**config.mk**
```make
export PLATFORM = sky130hd
export DESIGN_NAME = rca_front
export DESIGN_NICKNAME = d
export VERILOG_FILES = /design/src/rtl/core/rca_pkg.sv /design/src/rtl/core/rca_front.sv
export SDC_FILE = /design/constraint.sdc
export NUM_CORES = 1
export LEC_CHECK = 0
export CORE_MARGIN = 2
export CORE_UTILIZATION = 35
export DETAILED_ROUTE_END_ITERATION = 7
export DONT_BUFFER_PORTS = 1
export SLEW_MARGIN = 20
export SYNTH_ARGS = -nofsm -noshare
export SYNTH_HDL_FRONTEND = slang
export SYNTH_SLANG_ARGS = --single-unit
```
**constraint.sdc**
```tcl
create_clock -name clk -period 4.1 [get_ports clk]
set_clock_uncertainty 0.1 [all_clocks]
set_input_delay 0.41 -clock clk [delete_from_list [all_inputs] [get_ports clk]]
set_output_delay 0.41 -clock clk [all_outputs]
set_load 0.02 [all_outputs]
```
**src/rtl/core/rca_pkg.sv**
```systemverilog
// rca_pkg: shared types and constants of the rank contribution accumulator
// depends on nothing
`timescale 1ns / 1ps
`default_nettype none

package rca_pkg;

  localparam int RANK_W    = 48;
  localparam int PAGE_W    = 16;
  localparam int DEG_W     = 5;
  localparam int N_W       = 17;
  localparam int TOTAL_W   = 17;
  localparam int DIV_W     = 34;
  localparam int DCNT_W    = 6;
  localparam int SPLIT     = 24;
  localparam int PROD_W    = TOTAL_W + SPLIT;
  localparam int SUM_W     = RANK_W + TOTAL_W + 1;
  localparam int WORD_W    = RANK_W + 1;
  localparam int QDEPTH    = 2;

  localparam logic [RANK_W-1:0]  RANK_MAX  = {RANK_W{1'b1}};
  localparam logic [TOTAL_W-1:0] TOTAL_MAX = {TOTAL_W{1'b1}};
  localparam logic [N_W-1:0]     N_RESET   = 17'h10000;
  localparam logic [N_W-1:0]     N_MIN     = 17'd2;
  localparam logic [DCNT_W-1:0]  DIV_LAST  = 6'd47;

  typedef enum logic [1:0] {
    OP_EDGE   = 2'd0,
    OP_DANGLE = 2'd1,
    OP_READ   = 2'd2,
    OP_NONE   = 2'd3
  } opcode_t;

  typedef enum logic [1:0] {
    CMD_EDGE,
    CMD_DANGLE,
    CMD_READ
  } cmd_kind_t;

  typedef enum logic [2:0] {
    ST_CLEAR,
    ST_IDLE,
    ST_LOOK,
    ST_DIV,
    ST_MUL,
    ST_SUM
  } state_t;

  typedef struct packed {
    logic [1:0]        opcode;
    logic [PAGE_W-1:0] page_index;
    logic [DEG_W-1:0]  out_degree;
    logic [PAGE_W-1:0] target_page;
  } in_item_t;

  typedef struct packed {
    logic [PAGE_W-1:0] read_page;
    logic [RANK_W-1:0] rank_value;
  } out_item_t;

  typedef struct packed {
    cmd_kind_t         kind;
    logic              oob;
    logic [PAGE_W-1:0] page;
    logic [DEG_W-1:0]  degree;
  } cmd_t;

  typedef struct packed {
    logic valid;
    cmd_t cmd;
  } q_push_t;

  typedef struct packed {
    logic empty;
    logic full;
    cmd_t head;
  } q_status_t;

endpackage

`default_nettype wire

```
**src/rtl/core/rca_front.sv**
```systemverilog
// rca_front: request intake, classification and queue push
// depends on rca_pkg
`timescale 1ns / 1ps
`default_nettype none

module rca_front #(
  parameter int PAGES = 65536
) (
  input  wire logic                clk,
  input  wire logic                rst_n,
  input  wire logic                start,
  input  wire rca_pkg::in_item_t   in_item,
  input  wire logic                clearing,
  input  wire logic                q_full,
  output logic                     busy,
  output rca_pkg::q_push_t         push
);

  logic               valid_r, valid_nxt;
  rca_pkg::in_item_t  item_r;
  logic               accept;
  logic               drop;
  logic               page_oob;
  logic               target_oob;

  always_comb begin
    page_oob   = 32'(item_r.page_index) >= PAGES;
    target_oob = 32'(item_r.target_page) >= PAGES;
    push.cmd.oob    = page_oob;
    push.cmd.degree = item_r.out_degree;
    push.cmd.page   = item_r.page_index;
    push.cmd.kind   = rca_pkg::CMD_READ;
    drop = 1'b0;
    case (item_r.opcode)
      rca_pkg::OP_EDGE: begin
        push.cmd.kind = rca_pkg::CMD_EDGE;
        push.cmd.page = item_r.target_page;
        push.cmd.oob  = target_oob;
        drop = target_oob || (item_r.out_degree == '0);
      end
      rca_pkg::OP_DANGLE: begin
        push.cmd.kind = rca_pkg::CMD_DANGLE;
        drop = page_oob;
      end
      rca_pkg::OP_READ: begin
        push.cmd.kind = rca_pkg::CMD_READ;
      end
      default: begin
        drop = 1'b1;
      end
    endcase
    push.valid = valid_r && !drop && !q_full;
    busy       = clearing || (valid_r && q_full);
    accept     = start && !busy;
    valid_nxt  = accept ? 1'b1 : (valid_r && q_full);
  end

  always_ff @(posedge clk) begin
    if (!rst_n) begin
      valid_r <= 1'b0;
    end else begin
      valid_r <= valid_nxt;
    end
    if (accept) begin
      item_r <= in_item;
    end
  end

endmodule

`default_nettype wire

```
==> out/qor.txt <==
Worst-skew pair later-pin latency = 0.28 ns
Antenna violations before repair = 0
Cell Rows = 24
Hpwl dp = 1620 um
Ports = 70
Root Buffer = sky130_fd_sc_hd__clkbuf_8
Total via count after detailed routing = 651
Resized cells post-CTS = 0
Number of iterations in the first detailed-routing pass = 4
# Max-Cap Violations = 0
Clock transition time at the flip-flop clock pins of the worst setup and hold paths = 0.07 ns
Hold Crit Endpoint = item_r[27]
Die outline area = 5110 um^2
Total setup violations reported at the end of the flow = 0
Path class of the lowest-slack min-delay path = in2reg
R2R setup slack = 2.21 ns
Register-to-Register Path Depth = 2
Die height = 71.5 um
Cell area power density = 454 nW/um^2
Pwr Total = 0.756 mW
Summed area of non-filler cells in the final layout = 1670 um^2
Multiplexer share of the synthesized area = 13.2%
Avg Cell Area, Syn = 19.4 um^2
Total of warnings raised by yosys = 0
Total core area = 4380 um^2
Number of instances in the placed design = 126
Hold Crit Start = in_item[27]
Worst-margin pin slew = 1.00 ns
Synth Instances = 82
Die width = 71.5 um
Global-route wire length before repair = 3310 um
Synthesis-to-layout area growth = 4.56%
CTS tree = yes
Leading register cell type out of synthesis = sky130_fd_sc_hd__edfxtp_1
XOR/XNOR share of the synthesized area = 0%
Syn nets = 129
Instance count along the most critical hold path = 0
Worst slew margin relative to its limit = 33.0%
Critical register-to-register path startpoint = valid_r
GPL Wtd Cong = 0.637
Number of distinct library cell variants in the gate-level netlist after synthesis = 17
Fin Setup TNS = 0 ns
Cell leakage power = 0.568 nW
Placed standard-cell area = 1590 um^2
Synth Cell Area = 1590 um^2
Largest net degree at the start of global routing = 40
R2R Path End = item_r[8]
Complex-gate fraction of the synthesized area = 1.41%
Final clock period utilization by the worst path = 68.8%
FF+latch count, synth = 40
Asr flop ratio synth = 0%
Sequential fraction of the synthesis area = 74.8%
Port Buf Inserts = 0
RSZ-0062 raised after global routing = false
Post-route minimum period = 2.82 ns
H-tree depth = 2
Cts hold-fix bufs = 0
Largest vdd supply drop = 0.275 mV
Number of nets with antenna violations after detailed routing = 0
Starting DRC count in detailed routing = 21
Cell with the most instances after synthesis = sky130_fd_sc_hd__edfxtp_1
Critical path data required time = 3.59 ns
Upper clock frequency limit = 0.355 GHz
Detail-routed net length per standard cell = 16.9 um
Number of clock sinks = 40
Outcome = finished clean
EDFF count, synth = 39
DRC errors left = 0
Count of placed standard cells in the final layout, fillers left out = 133
Count of fill cells added during filler insertion = 405
# diodes = 0
Worst-path maximum fanout = 19
Nature of the critical path endpoint = output port
Bufs on Longest Clock Path = 2
Simple-gate share of the synthesized area = 2.51%
Total count of hold-check failures in the final report = 0
Slew Limit Fails = 0
Gr ovfl total = 0
GRT Total Usage = 8.86%
Critical path class = reg2out
Yosys top cell area share = 73.5%
Combinational family with the most area after synthesis = multiplexers
Share of layout cells above drive strength 1 = 27.2%
Cell accounting for the most synthesized area = sky130_fd_sc_hd__edfxtp_1
Routed via count divided by cell count = 4.89
Crit start category = flip-flop
Initial cell density of the core = 36.3%
Post-synthesis adder-cell area fraction = 2.36%
Top cells by area in the synthesized netlist = sky130_fd_sc_hd__edfxtp_1 74%, sky130_fd_sc_hd__mux2_4 7.5%, sky130_fd_sc_hd__mux2_2 5.7%
Clock buffers created by TritonCTS = 5
Post-CTS Setup Repair Bufs = 0
Arrival @ worst endpoint = 2.31 ns
Nets@finish = 128
Number of global-route vias before repair = 688
Leading post-synthesis cells by instance count = 39 x sky130_fd_sc_hd__edfxtp_1, 8 x sky130_fd_sc_hd__mux2_2, 8 x sky130_fd_sc_hd__mux2_4, 6 x sky130_fd_sc_hd__buf_4, 4 x sky130_fd_sc_hd__nor2_1
Total routed wirelength = 2250 um
==> metal layers <==
layer / track usage, % / vias to the layer above / wire length [um]
met1: 8.40 / 297 / 807
met4: 3.77 / 0 / 24
met2: 14.3 / 58 / 1070
met3: 6.75 / 4 / 346
li1: - / 292 / -
met5: 0 / - / 0
==> placed cells by master, fill, tap and decap left out, drive strengths merged <==
master  synthesis  routed
a211oi          1       1
a21boi          1       1
a21o            1       1
clkbuf          0       5
clkinv          0       2
conb            1       1
dfxtp           1       1
edfxtp         39      39
ha              3       3
inv             3       3
mux2           16      16
nand2           1       1
nand2b          2       2
nor2            4       4
nor4b           1       1
==> stage by stage <==
step | hold WS [ns] | worst slack [ns] | utilization [%]
2_1_floorplan | 0.361 | 1.25 | -
3_3_place_gp | 0.370 | 1.59 | 36.2
3_5_place_dp | 0.395 | 1.53 | 36.2
4_1_cts | 0.109 | 1.21 | 38.0
5_1_grt | 0.106 | 1.10 | 38.0
6_report | 0.122 | 1.28 | 38.0
==> power by group <==
part | switching (mW) | total [mW] | internal [mW]
Sequential | 0.00754 | 0.478 | 0.470
Combinational | 0.0326 | 0.0483 | 0.0157
Clock | 0.118 | 0.230 | 0.112
Total | 0.158 | 0.756 | 0.598
==> cells by family (layout without fill, tap and decap cells) <==
kind of cell    after synthesis  after routing
buf+inv                      11             10
fa+ha+maj                     3              3
simple gates                  8              8
compound gates                3              3
flops                        40             40
mux                          16             16
other cells                   1              1
==> state kept, by name, indices dropped and copies added, names as in the netlist <==
register  count
item_r       34
push          5
valid_r       1
==> worst max-delay path: stages (launching register included) <==
cell                       delay [ns]
sky130_fd_sc_hd__edfxtp_1        0.43
sky130_fd_sc_hd__inv_1           0.08
sky130_fd_sc_hd__ha_1            0.81
sky130_fd_sc_hd__nor2_1          0.12
sky130_fd_sc_hd__a211oi_1        0.58
==> worst max-delay path by stage <==
stage                          start   endpoint  slack [ns]  cells after the start
after floorplan             clearing  item_r[0]        1.25                      2
after global placement    item_r[37]   push[24]        1.59                      4
after detailed placement  item_r[37]   push[24]        1.53                      4
after CTS                 item_r[37]   push[24]        1.21                      4
after global routing      item_r[38]   push[24]        1.10                      4
final                     item_r[37]   push[24]        1.28                      4
==> cell type report <==
type | instances | area [um^2] | share of cell area, %
Sequential cell | 40 | 1190 | 71.5
Inverter | 3 | 11.3 | 0.676
Clock inverter | 2 | 7.51 | 0.451
Multi-Input combinational cell | 31 | 322 | 19.3
Clock buffer | 5 | 68.8 | 4.13
Tap cell | 52 | 65.1 | 3.91
Power figures use the tool's default switching activity.
