File: src/rtl/core/rca_pkg.sv
// rca_pkg: shared types and constants of the rank contribution accumulator
// depends on nothing
`timescale 1ns / 1ps
`default_nettype none

package rca_pkg;

  localparam int RANK_W    = 48;
  localparam int PAGE_W    = 16;
  localparam int DEG_W     = 5;
  localparam int N_W       = 17;
  localparam int TOTAL_W   = 17;
  localparam int DIV_W     = 34;
  localparam int DCNT_W    = 6;
  localparam int SPLIT     = 24;
  localparam int PROD_W    = TOTAL_W + SPLIT;
  localparam int SUM_W     = RANK_W + TOTAL_W + 1;
  localparam int WORD_W    = RANK_W + 1;
  localparam int QDEPTH    = 2;

  localparam logic [RANK_W-1:0]  RANK_MAX  = {RANK_W{1'b1}};
  localparam logic [TOTAL_W-1:0] TOTAL_MAX = {TOTAL_W{1'b1}};
  localparam logic [N_W-1:0]     N_RESET   = 17'h10000;
  localparam logic [N_W-1:0]     N_MIN     = 17'd2;
  localparam logic [DCNT_W-1:0]  DIV_LAST  = 6'd47;

  typedef enum logic [1:0] {
    OP_EDGE   = 2'd0,
    OP_DANGLE = 2'd1,
    OP_READ   = 2'd2,
    OP_NONE   = 2'd3
  } opcode_t;

  typedef enum logic [1:0] {
    CMD_EDGE,
    CMD_DANGLE,
    CMD_READ
  } cmd_kind_t;

  typedef enum logic [2:0] {
    ST_CLEAR,
    ST_IDLE,
    ST_LOOK,
    ST_DIV,
    ST_MUL,
    ST_SUM
  } state_t;

  typedef struct packed {
    logic [1:0]        opcode;
    logic [PAGE_W-1:0] page_index;
    logic [DEG_W-1:0]  out_degree;
    logic [PAGE_W-1:0] target_page;
  } in_item_t;

  typedef struct packed {
    logic [PAGE_W-1:0] read_page;
    logic [RANK_W-1:0] rank_value;
  } out_item_t;

  typedef struct packed {
    cmd_kind_t         kind;
    logic              oob;
    logic [PAGE_W-1:0] page;
    logic [DEG_W-1:0]  degree;
  } cmd_t;

  typedef struct packed {
    logic valid;
    cmd_t cmd;
  } q_push_t;

  typedef struct packed {
    logic empty;
    logic full;
    cmd_t head;
  } q_status_t;

endpackage

`default_nettype wire

File: src/rtl/core/rca_queue.sv
// rca_queue: short command queue between front and back
// depends on rca_pkg
`timescale 1ns / 1ps
`default_nettype none

module rca_queue (
  input  wire logic               clk,
  input  wire logic               rst_n,
  input  wire rca_pkg::q_push_t   push,
  input  wire logic               pop,
  output rca_pkg::q_status_t      status
);

  localparam int D  = rca_pkg::QDEPTH;
  localparam int PW = $clog2(D);

  rca_pkg::cmd_t  slot_r [D];
  logic [PW-1:0]  wr_r, wr_nxt;
  logic [PW-1:0]  rd_r, rd_nxt;
  logic [PW:0]    cnt_r, cnt_nxt;
  logic           do_push;
  logic           do_pop;

  always_comb begin
    do_push = push.valid && (cnt_r != (PW+1)'(D));
    do_pop  = pop && (cnt_r != '0);
    wr_nxt  = do_push ? ((wr_r == PW'(D-1)) ? '0 : wr_r + 1'b1) : wr_r;
    rd_nxt  = do_pop ? ((rd_r == PW'(D-1)) ? '0 : rd_r + 1'b1) : rd_r;
    cnt_nxt = cnt_r + (PW+1)'(do_push) - (PW+1)'(do_pop);
  end

  always_ff @(posedge clk) begin
    if (!rst_n) begin
      wr_r  <= '0;
      rd_r  <= '0;
      cnt_r <= '0;
    end else begin
      wr_r  <= wr_nxt;
      rd_r  <= rd_nxt;
      cnt_r <= cnt_nxt;
    end
    if (do_push) begin
      slot_r[wr_r] <= push.cmd;
    end
  end

  assign status.empty = (cnt_r == '0);
  assign status.full  = (cnt_r == (PW+1)'(D));
  assign status.head  = slot_r[rd_r];

endmodule

`default_nettype wire

File: config.mk
export PLATFORM = sky130hd
export DESIGN_NAME = rca_queue
export DESIGN_NICKNAME = d
export VERILOG_FILES = /design/src/rtl/core/rca_pkg.sv /design/src/rtl/core/rca_queue.sv
export SDC_FILE = /design/constraint.sdc
export NUM_CORES = 1
export LEC_CHECK = 0
export ABC_AREA = 1
export BUFFER_PORTS_ARGS = -buffer_cell sky130_fd_sc_hd__buf_2
export CAP_MARGIN = 5
export CORE_ASPECT_RATIO = 0.7
export CORE_UTILIZATION = 49
export CTS_BUF_LIST = sky130_fd_sc_hd__clkbuf_4 sky130_fd_sc_hd__clkbuf_8
export DETAILED_ROUTE_END_ITERATION = 8
export PLACE_DENSITY = 0.83
export SLEW_MARGIN = 0
export SYNTH_ARGS = -nofsm -noshare
export SYNTH_HDL_FRONTEND = slang
export SYNTH_SLANG_ARGS = --single-unit
File: constraint.sdc
create_clock -name clk -period 1.9 [get_ports clk]
set_input_delay 0.19 -clock clk [delete_from_list [all_inputs] [get_ports clk]]
set_output_delay 0.19 -clock clk [all_outputs]
set_load 0.01 [all_outputs]
==> metrics.md, run 1 <==
| Metric | Value |
|---|---|
| Post-layout nets | ~200 |
| Final HPWL DP | between 2000 and 2500 µm |
| Number of DRC markers in iteration 0 | 44 |
| DR vias | about 1100 |
| Fin Setup TNS | 0 ns |
| CP Data Required Time | ~1.7 ns |
| Hold Path Origin | push[3] |
| Max IR drop VDD | between 0.7 and 0.8 mV |
| Number of synthesized register bits | 53 |
| Slew @ Worst Pin | 0.3368 ns |
| Hold Violations, Final | 0 |
| DR pass1 iterations | 4 |
| I/O Buffers | 53 |
| Routed length per instance | 14.97 µm |
| Setup CP Type | reg2out |
| Post-CTS Resized | 0 |
| Outcome | finished clean |
| Inserted Clock Buffers | 5 |
| Core area | 3994 µm² |
| Chip Width | approximately 80 µm |
| Ports | 54 |
| RSZ-0062 raised after global routing | false |
| Die area | ~4500 µm² |
| Final setup vio count | 0 |
| Synth-to-layout area growth | 19.92% |
| Syn nets | between 100 and 150 |
| Cell count after synthesis | around 110 |
| CTS tree | built |
| Via/cell ratio | roughly 4.9 |
| Standard-cell row count | 19 |
| Post-place setup slack | 0.2571 ns |
| RePlAce Congestion | between 0.8 and 0.9 |
| Worst path arrival time | 1.49 ns |
| Yosys top cell area share | 0.6911 |
| H-tree levels | 2 |
| Final period util | 0.8828 |
| Final slew viol count | 0 |
| Final ANT Viol Nets | 0 |
| Drt total wl | about 3400 µm |
| Pleak | just over 1 nW |
| Tightest Hold Check Type | in2reg |
| Crit path launch type | flip-flop |
| Worst r2r src | cnt_r[0] |
| Postcts setup bufs | 0 |
| Netlist cell types | 12 |
| Critical Path Sink Type | output pin |
| Syn avg cell area | 18.46 µm² |
| Maximum capacitance violations | 0 |
| Hold-fix buffers at CTS | 0 |
| First-pass GRT wire length | 5237 µm |
| Clk buf depth | 2 |
| Antenna violations before repair | 0 |
| Mapped cell area | roughly 2100 µm² |
| Total GRT Usage | 0.1622 |
| Largest net degree at the start of global routing | 25 |
| Cell taking the most area after synthesis | edfxtp_1 |
| Pwr/cell area | 1240 nW/µm² |
| Final global-route overflow total | 0 |
| Most common cell after layout, fill and taps aside | buf_2 |
| Max FO, Critical Path | 20 |
| Slew headroom | 0.7755 |
| Die H | ~57 µm |
| Fmax | between 500 and 600 MHz |
| Area of the multi-input gates | between 400 and 500 µm² |
| Final worst slack | roughly 0.22 ns |
| Starting Density | 0.5222 |
| Synth area leaders | edfxtp_1 69%, mux2_4 14%, dfxtp_1 4.8% |
| Vias in the first global route | 1142 |
| Residual DRC count | 0 |
| # diodes | 0 |
| Clock Tree Root | clkbuf_8 |
| Sequential share of the synthesized area | 0.7391 |
| Final Skew | approximately 0.0032 ns |
| FF/Latch Area | roughly 1500 µm² |
| Commonest non-fill, non-tap cells in the layout | 53 x buf_2, 48 x edfxtp_1, 20 x mux2_4 |
| Synth warnings | 0 |
| Fill cells | 300 |
| Share of layout cells above drive strength 1 | 0.5115 |
| Min cycle time layout | 1.677 ns |
| Clk_lat worst skew | about 0.29 ns |
| CTS Sinks | 53 |
| Clock Pin Slew Worst Setup and Hold Paths | 0.08 ns |
per-stage QoR:
stage,cell area (µm²),total power [mW],utilization,cells,hold slack [ns]
2_1_floorplan,2088,2.253,-,113,0.2835
3_3_place_gp,2415,2.487,0.6046,218,0.3773
3_5_place_dp,2415,2.555,0.6046,218,0.3816
4_1_cts,2501,3.142,0.6263,226,0.07342
5_1_grt,2501,3.258,0.6263,226,0.06535
6_report,2501,3.101,0.6263,226,0.08554
power breakdown:
group	internal [mW]	switching, mW
sequential	1.48	0.0747
clock	0.270	0.317
combinational	0.473	0.484
cell families (layout without fill, tap and decap cells):
group,after synthesis,after routing,synth area share
AO/OA/AOI/OAI,2,2,0.004799
multiplexers,24,24,0.1656
AND/OR/NAND/NOR,20,20,0.03779
adder cells (fa/ha/maj),2,2,0.01200
flip-flops,53,53,0.7391
buffers and inverters,12,73,0.04079
Yosys cell counts:
| cell | number |
|---|---|
| edfxtp_1 | 48 |
| mux2_4 | 20 |
| inv_1 | 9 |
| nand2_1 | 9 |
| nor2_1 | 8 |
| dfxtp_1 | 5 |
| mux2_2 | 4 |
| nand3_1 | 3 |
| a21oi_1 | 2 |
| buf_12 | 2 |
| ha_1 | 2 |
| buf_6 | 1 |
critical path, stage by stage, from the launching register on:
cell and delay [ns]:
dfxtp_1 0.49, buf_12 0.24, mux2_4 0.32, buf_2 0.14
routing by layer:
layer,GRT usage,up-vias,share of wire
met4,0.06633,0,0.014
li1,-,528,-
met5,0,-,0
met2,0.2882,31,0.55
met3,0.04878,6,0.050
met1,0.1810,547,0.39
area by class of cell:
| cell class | instances | area share |
|---|---|---|
| Clock inverter | 2 | 0.004002 |
| Inverter | 9 | 0.01351 |
| Clock buffer | 6 | 0.03052 |
| Timing Repair Buffer | 56 | 0.1251 |
| Tap cell | 52 | 0.02601 |
| Sequential cell | 53 | 0.6163 |
| Multi-Input combinational cell | 48 | 0.1846 |
registers in the layout, summed over array words and instances, names as in the netlist, named ones only:
register / cells
wr_r: 1
cnt_r: 2
slot_r: 48
rd_r: 1
path summary, 6_finish.rpt:
kind | slack [ns] | cells after the start | end
worst max register to register | 0.26 | 10 | cnt_r[1]
worst min-delay path | 0.09 | 1 | slot_r[0][3]
worst min register to register | 0.51 | 2 | rd_r
worst max-delay path | 0.22 | 3 | status[9]
No activity file was read; power rests on OpenSTA's default activity.
==> run 2, diff against run 1 <==
ABC_AREA = default   (was 1)
CORE_MARGIN = 5   (was default)
==> run 2 against run 1 <==
Against the previous run: critical path depth increased by 5; first-iteration DRC count is 25% higher; fmax shrank 2.2%; highest routed layer unchanged; synthesized cell count shrank 9.7%; count of clock-buffer cells in the layout shrank 1; cell area is 0.30% higher; via count decreased by 8.7%; synthesized area is 0.66% lower; combinational power up 9.7%; routed wire length down 5.6%; cell count shrank 3.5%.
==> metrics.md, run 2 <==
| Metric | Value |
|---|---|
| Synth Flop Type | edfxtp_1 |
| Commonest cells post-synth | 48 x edfxtp_1, 20 x mux2_4, 5 x dfxtp_1, 5 x nor2_1, 4 x mux2_2 |
| Fill cells | slightly above 300 |
| Power, Total | 3.340 mW |
| Clk buf depth | 2 |
| Final ANT Viol Nets | 0 |
| Post-layout nets | approximately 200 |
| Chip Width | between 80 and 90 µm |
| Synth area leaders | edfxtp_1 70%, mux2_4 14%, dfxtp_1 4.8% |
| # diodes | 0 |
| Synth warnings | 0 |
| FF/Latch Area | 1541 µm² |
| Number of synthesized register bits | 53 |
| Post-place setup slack | around 0.19 ns |
| Synth-to-layout area growth | 21.08% |
| RePlAce Congestion | about 0.74 |
| Max FO, Critical Path | 4 |
| Outcome | finished clean |
| Routed length per instance | between 10 and 15 µm |
| WL met3 | roughly 260 µm |
| Final worst slack | 0.1852 ns |
| Clock Tree Root | clkbuf_8 |
| Pleak | 1.025 nW |
| Most common cell after layout, fill and taps aside | buf_2 |
| Hold Violations, Final | 0 |
| Largest register FFs | 48 |
| DR vias | 1015 |
| Worst path arrival time | about 1.9 ns |
| Share of layout cells above drive strength 1 | 0.5482 |
| CP Data Required Time | around 2.1 ns |
| WL met1 | ~1300 µm |
| Max IR drop VDD | roughly 0.81 mV |
| First-pass GRT wire length | between 4000 and 5000 µm |
| Via/cell ratio | roughly 4.7 |
| Number of synthesized flops with an enable pin | between 40 and 50 |
| Slew @ Worst Pin | 0.2227 ns |
| Worst reg2reg setup slack | roughly 0.19 ns |
| Mapped cell area | around 2100 µm² |
| Ys async rst share | 0 |
| Clock Pin Slew Worst Setup and Hold Paths | approximately 0.080 ns |
| Crit path launch type | flip-flop |
| Syn avg cell area | 20.31 µm² |
| Postcts setup bufs | 0 |
| Final slew viol count | 0 |
| Drt total wl | between 3000 and 4000 µm |
| Total GRT Usage | 0.1212 |
| RSZ-0062 raised after global routing | false |
| Hold-critical path depth | 1 |
| Slew headroom | 0.8516 |
| Vias in the first global route | between 1000 and 1500 |
| Pwr/cell area | roughly 1300 nW/µm² |
| Die area | between 5000 and 6000 µm² |
| Core area | about 4000 µm² |
| Antenna violations before repair | 0 |
| Number of DRC markers in iteration 0 | 55 |
| Die H | roughly 64 µm |
| Hold-fix buffers at CTS | 0 |
| Area of the multi-input gates | between 400 and 500 µm² |
| Largest net degree at the start of global routing | 17 |
| DR pass1 iterations | 4 |
| Post-CTS Resized | 0 |
| Ports | 54 |
| Starting Density | 0.5188 |
| Final global-route overflow total | 0 |
| Most numerous cell in the Yosys netlist | edfxtp_1 |
| Biggest regs | slot_r (48), cnt_r (2) |
| CTS tree | built |
| Setup CP Type | reg2reg |
| CTS Sinks | 53 |
| Tightest Hold Check Type | in2reg |
| Final Skew | ~0.0046 ns |
| Final setup vio count | 0 |
| Reg2reg end | cnt_r[1] |
| Clk_lat worst skew | about 0.30 ns |
| Fin Setup TNS | 0 ns |
| Cell count after synthesis | about 100 |
| Min cycle time layout | around 1.7 ns |
| Yosys top cell area share | 0.6957 |
| Biggest register | slot_r |
| Critical Path Sink Type | flip-flop |
| DR WL met2 | approximately 1600 µm |
| Syn nets | 132 |
| Cell taking the most area after synthesis | edfxtp_1 |
| Final HPWL DP | ~2400 µm |
| Hold Path Origin | push[19] |
| Netlist cell types | 18 |
| Sequential share of the synthesized area | 0.7440 |
| Final period util | 0.9025 |
| Inserted Clock Buffers | 5 |
| Fmax | about 580 MHz |
| I/O Buffers | between 50 and 60 |
| Hold endpoint | slot_r[0][19] |
| Commonest non-fill, non-tap cells in the layout | 53 x buf_2, 48 x edfxtp_1, 20 x mux2_4 |
| R2r worst-path depth | 8 |
| Worst r2r src | cnt_r[0] |
| Top sig layer | met4 |
| Residual DRC count | 0 |
| Maximum capacitance violations | 0 |
| Standard-cell row count | 19 |
| H-tree levels | 2 |
| Final core utilization | 0.6281 |
## run 2: cell count changes in the layout (fill, tap and decap cells not counted), moves of 3 or more
cell     change
buf_4        +5
inv_1        -6
nand2_1      -7
nand3_1      -3
nor2_1       -3
## run 2: cells by family after synthesis
group	after synthesis	synth area share
AOI/OAI and AO/OA	1	0.003625
xor gates and xnor gates	2	0.008456
adders and majority gates	2	0.01208
buffers and inverters	6	0.03019
DFF	53	0.7440
muxes	25	0.1715
and+or+nand+nor	13	0.03019
## run 2: how the worst max path moves through the flow
stage	end	slack (ns)	from	depth (start not counted)
floorplan	slot_r[0][0]	0.27	cnt_r[0]	3
global placement	cnt_r[1]	0.35	cnt_r[0]	8
detailed placement	cnt_r[1]	0.19	cnt_r[0]	8
CTS	cnt_r[1]	0.16	cnt_r[0]	8
global route	cnt_r[1]	0.07	cnt_r[0]	8
finish	cnt_r[1]	0.19	cnt_r[0]	8
## run 2: area by class of cell
cell class	instances	share of cell area
clock buffers	5	0.02743
clock inverters	3	0.01646
inverters	3	0.004489
multi-input cells	43	0.1875
flip-flops and latches	53	0.6145
well taps	52	0.02594
repair buffers	59	0.1237
## run 2: routing by layer
layer,track usage,up-vias
met4,0.04598,0
met3,0.05135,5
met2,0.2068,35
met1,0.1345,468
met5,0,-
li1,-,507
## run 2: metrics by stage
step	cell area, µm²	std cells	hold slack [ns]
2_1_floorplan	2074	102	0.2889
4_1_cts	2509	218	0.06081
3_5_place_dp	2399	210	0.3814
3_3_place_gp	2399	210	0.3772
6_report	2509	218	0.07467
5_1_grt	2509	218	0.05361
## run 2: worst max-delay path, stage by stage (launching register included)
cell and delay (ns):
dfxtp_1 0.37, nand2b_1 0.17, nand2_1 0.13, ha_1 0.30
inv_1 0.04, ha_1 0.18, xor2_1 0.15, and2_1 0.16
nor3_1 0.14
## run 2: report_power, final
group          internal, mW  leakage [nW]  switching (mW)
Sequential             1.51         0.490          0.0697
Combinational         0.546         0.484           0.502
Clock                 0.387        0.0518           0.328
Total                  2.44          1.03           0.900
==> run 3, diff against run 2 <==
CORE_MARGIN = 2   (was 5)
==> run 3 against run 2 <==
Against the previous run: clock skew down 0.0022 ns; core utilization down 0.85 points; largest power group unchanged; worst hold slack better by 0.0045 ns.
==> metrics.md, run 3 (same netlist as run 2, synthesis figures left out) <==
| Metric | Value |
|---|---|
| Outcome | finished clean |
| Critical-path top delay cell | dfxtp_1 |
| Inserted Clock Buffers | 5 |
| Final hold slack | a little under 0.08 ns |
| Final ANT Viol Nets | 0 |
| Clock Tree Root | clkbuf_8 |
| Standard-cell row count | 19 |
| Biggest register | slot_r |
| Clk buf depth | 2 |
| Max IR drop VDD | between 0.7 and 0.8 mV |
| Final period util | 0.9187 |
| Via/cell ratio | around 4.8 |
| CTS Sinks | 53 |
| Slew @ Worst Pin | ~0.33 ns |
| WP depth | 8 |
| H-tree levels | 2 |
| CP Data Required Time | approximately 2.1 ns |
| Critical Path Sink Type | flip-flop |
| Core area | between 3000 and 4000 µm² |
| Maximum capacitance violations | 0 |
| Int Pwr | approximately 2.3 mW |
| Fin Setup TNS | 0 ns |
| Largest net degree at the start of global routing | 25 |
| Post-layout nets | 193 |
| Critical path buffer and inverter count | 1 |
| RePlAce Congestion | between 0.6 and 0.7 |
| DR pass1 iterations | 4 |
| Commonest non-fill, non-tap cells in the layout | 53 x buf_2, 48 x edfxtp_1, 20 x mux2_4 |
| Setup CP Type | reg2reg |
| Final slew viol count | 0 |
| Ports | between 50 and 60 |
| Chip Width | around 80 µm |
| Slew headroom | 0.7810 |
| Hold Path Origin | push[14] |
| Combinational power share | 0.316 |
| Clock power share | 0.192 |
| Net Sw Power | 912.9 µW |
| Max FO, Critical Path | 4 |
| Final Skew | 0.002459 ns |
| Seq pwr share | 0.492 |
| Die H | between 50 and 60 µm |
| Tightest Hold Check Type | in2reg |
| R2r worst-path depth | 8 |
| Fmax | 572.9 MHz |
| Hold endpoint | slot_r[1][14] |
| RSZ-0062 raised after global routing | false |
| Largest register FFs | 48 |
| Total GRT Usage | 0.1443 |
| Top cell by count, worst path | ha_1 |
| Crit path launch type | flip-flop |
| Clock Pin Slew Worst Setup and Hold Paths | approximately 0.08 ns |
| CP delay by family, top | simple AND/OR/NAND/NOR gates |
| Hold Violations, Final | 0 |
| Vias in the first global route | between 1000 and 1500 |
| Worst reg2reg setup slack | about 0.15 ns |
| Synth-to-layout area growth | 19.44% |
| Switch share | 0.2816 |
| Biggest regs | slot_r (48), cnt_r (2) |
| Postcts setup bufs | 0 |
| Reg2reg end | cnt_r[1] |
| Routed length per instance | 14.79 µm |
| Antenna violations before repair | 0 |
| DR vias | 1034 |
| Pwr/cell area | ~1300 nW/µm² |
| Hold-critical path depth | 1 |
| Number of DRC markers in iteration 0 | 65 |
| Clk_lat worst skew | approximately 0.29 ns |
| Residual DRC count | 0 |
| Slowest Stage Delay on Critical Path | just under 0.4 ns |
| Pleak | 1.009 nW |
| First-pass GRT wire length | between 4000 and 5000 µm |
| I/O Buffers | 53 |
| Worst path arrival time | a little under 2 ns |
| Final global-route overflow total | 0 |
| Starting Density | 0.5188 |
| Final setup vio count | 0 |
| Die area | approximately 4800 µm² |
| Hold-fix buffers at CTS | 0 |
| Worst r2r src | cnt_r[0] |
| Post-CTS Resized | 0 |
| Final HPWL DP | roughly 2300 µm |
| Most common cell after layout, fill and taps aside | buf_2 |
| Ordered cell list for the critical path | nand2b_1, nand2_1, ha_1, inv_1, ha_1, xor2_1, and2_1, nor3_1 |
| Share of layout cells above drive strength 1 | 0.5488 |
| CTS tree | built |
| Drt total wl | 3194 µm |
| Min cycle time layout | 1.745 ns |
| # diodes | 0 |
## run 3: how the worst max path moves through the flow
stage / from / to
finish: cnt_r[0] / cnt_r[1]
detailed placement: cnt_r[0] / cnt_r[1]
global route: cnt_r[0] / cnt_r[1]
CTS: flip-flop / status[0]
global placement: cnt_r[0] / cnt_r[1]
floorplan: cnt_r[0] / slot_r[0][0]
## run 3: layout make-up
class | instances | area (µm²)
clock inverter | 1 | 7.507
tap | 52 | 65.06
inverter | 3 | 11.26
clock buffer | 7 | 83.83
fill | 301 | 1519
sequential | 53 | 1541
timing repair buffer | 57 | 295.3
multi-input combinational | 43 | 470.5
## run 3: power groups by stage
stage	registers (mW)	logic (mW)	clock network [mW]
floorplan	1.58	0.788	0
global route	1.62	1.11	0.678
CTS	1.60	1.04	0.648
detailed placement	1.62	1.04	0
finish	1.60	1.03	0.622
global placement	1.60	0.999	0
## run 3: per-stage QoR
step	cells	utilization	setup WS, ns	area [µm²]	power [mW]
final	216	0.6197	0.1545	2475	3.242
after global routing	216	0.6197	0.03096	2475	3.408
after CTS	216	0.6197	0.1299	2475	3.287
after detailed placement	208	0.5968	0.1628	2384	2.662
after global placement	208	0.5968	0.3521	2384	2.603
after floorplan	102	-	0.2696	2074	2.373
## run 3: metal layers
layer	global-route usage	up-vias	part of all wire
met4	0.07857	0	0.019
met5	0	-	0
met1	0.1693	499	0.40
met2	0.2427	28	0.54
met3	0.03988	6	0.044
li1	-	501	-
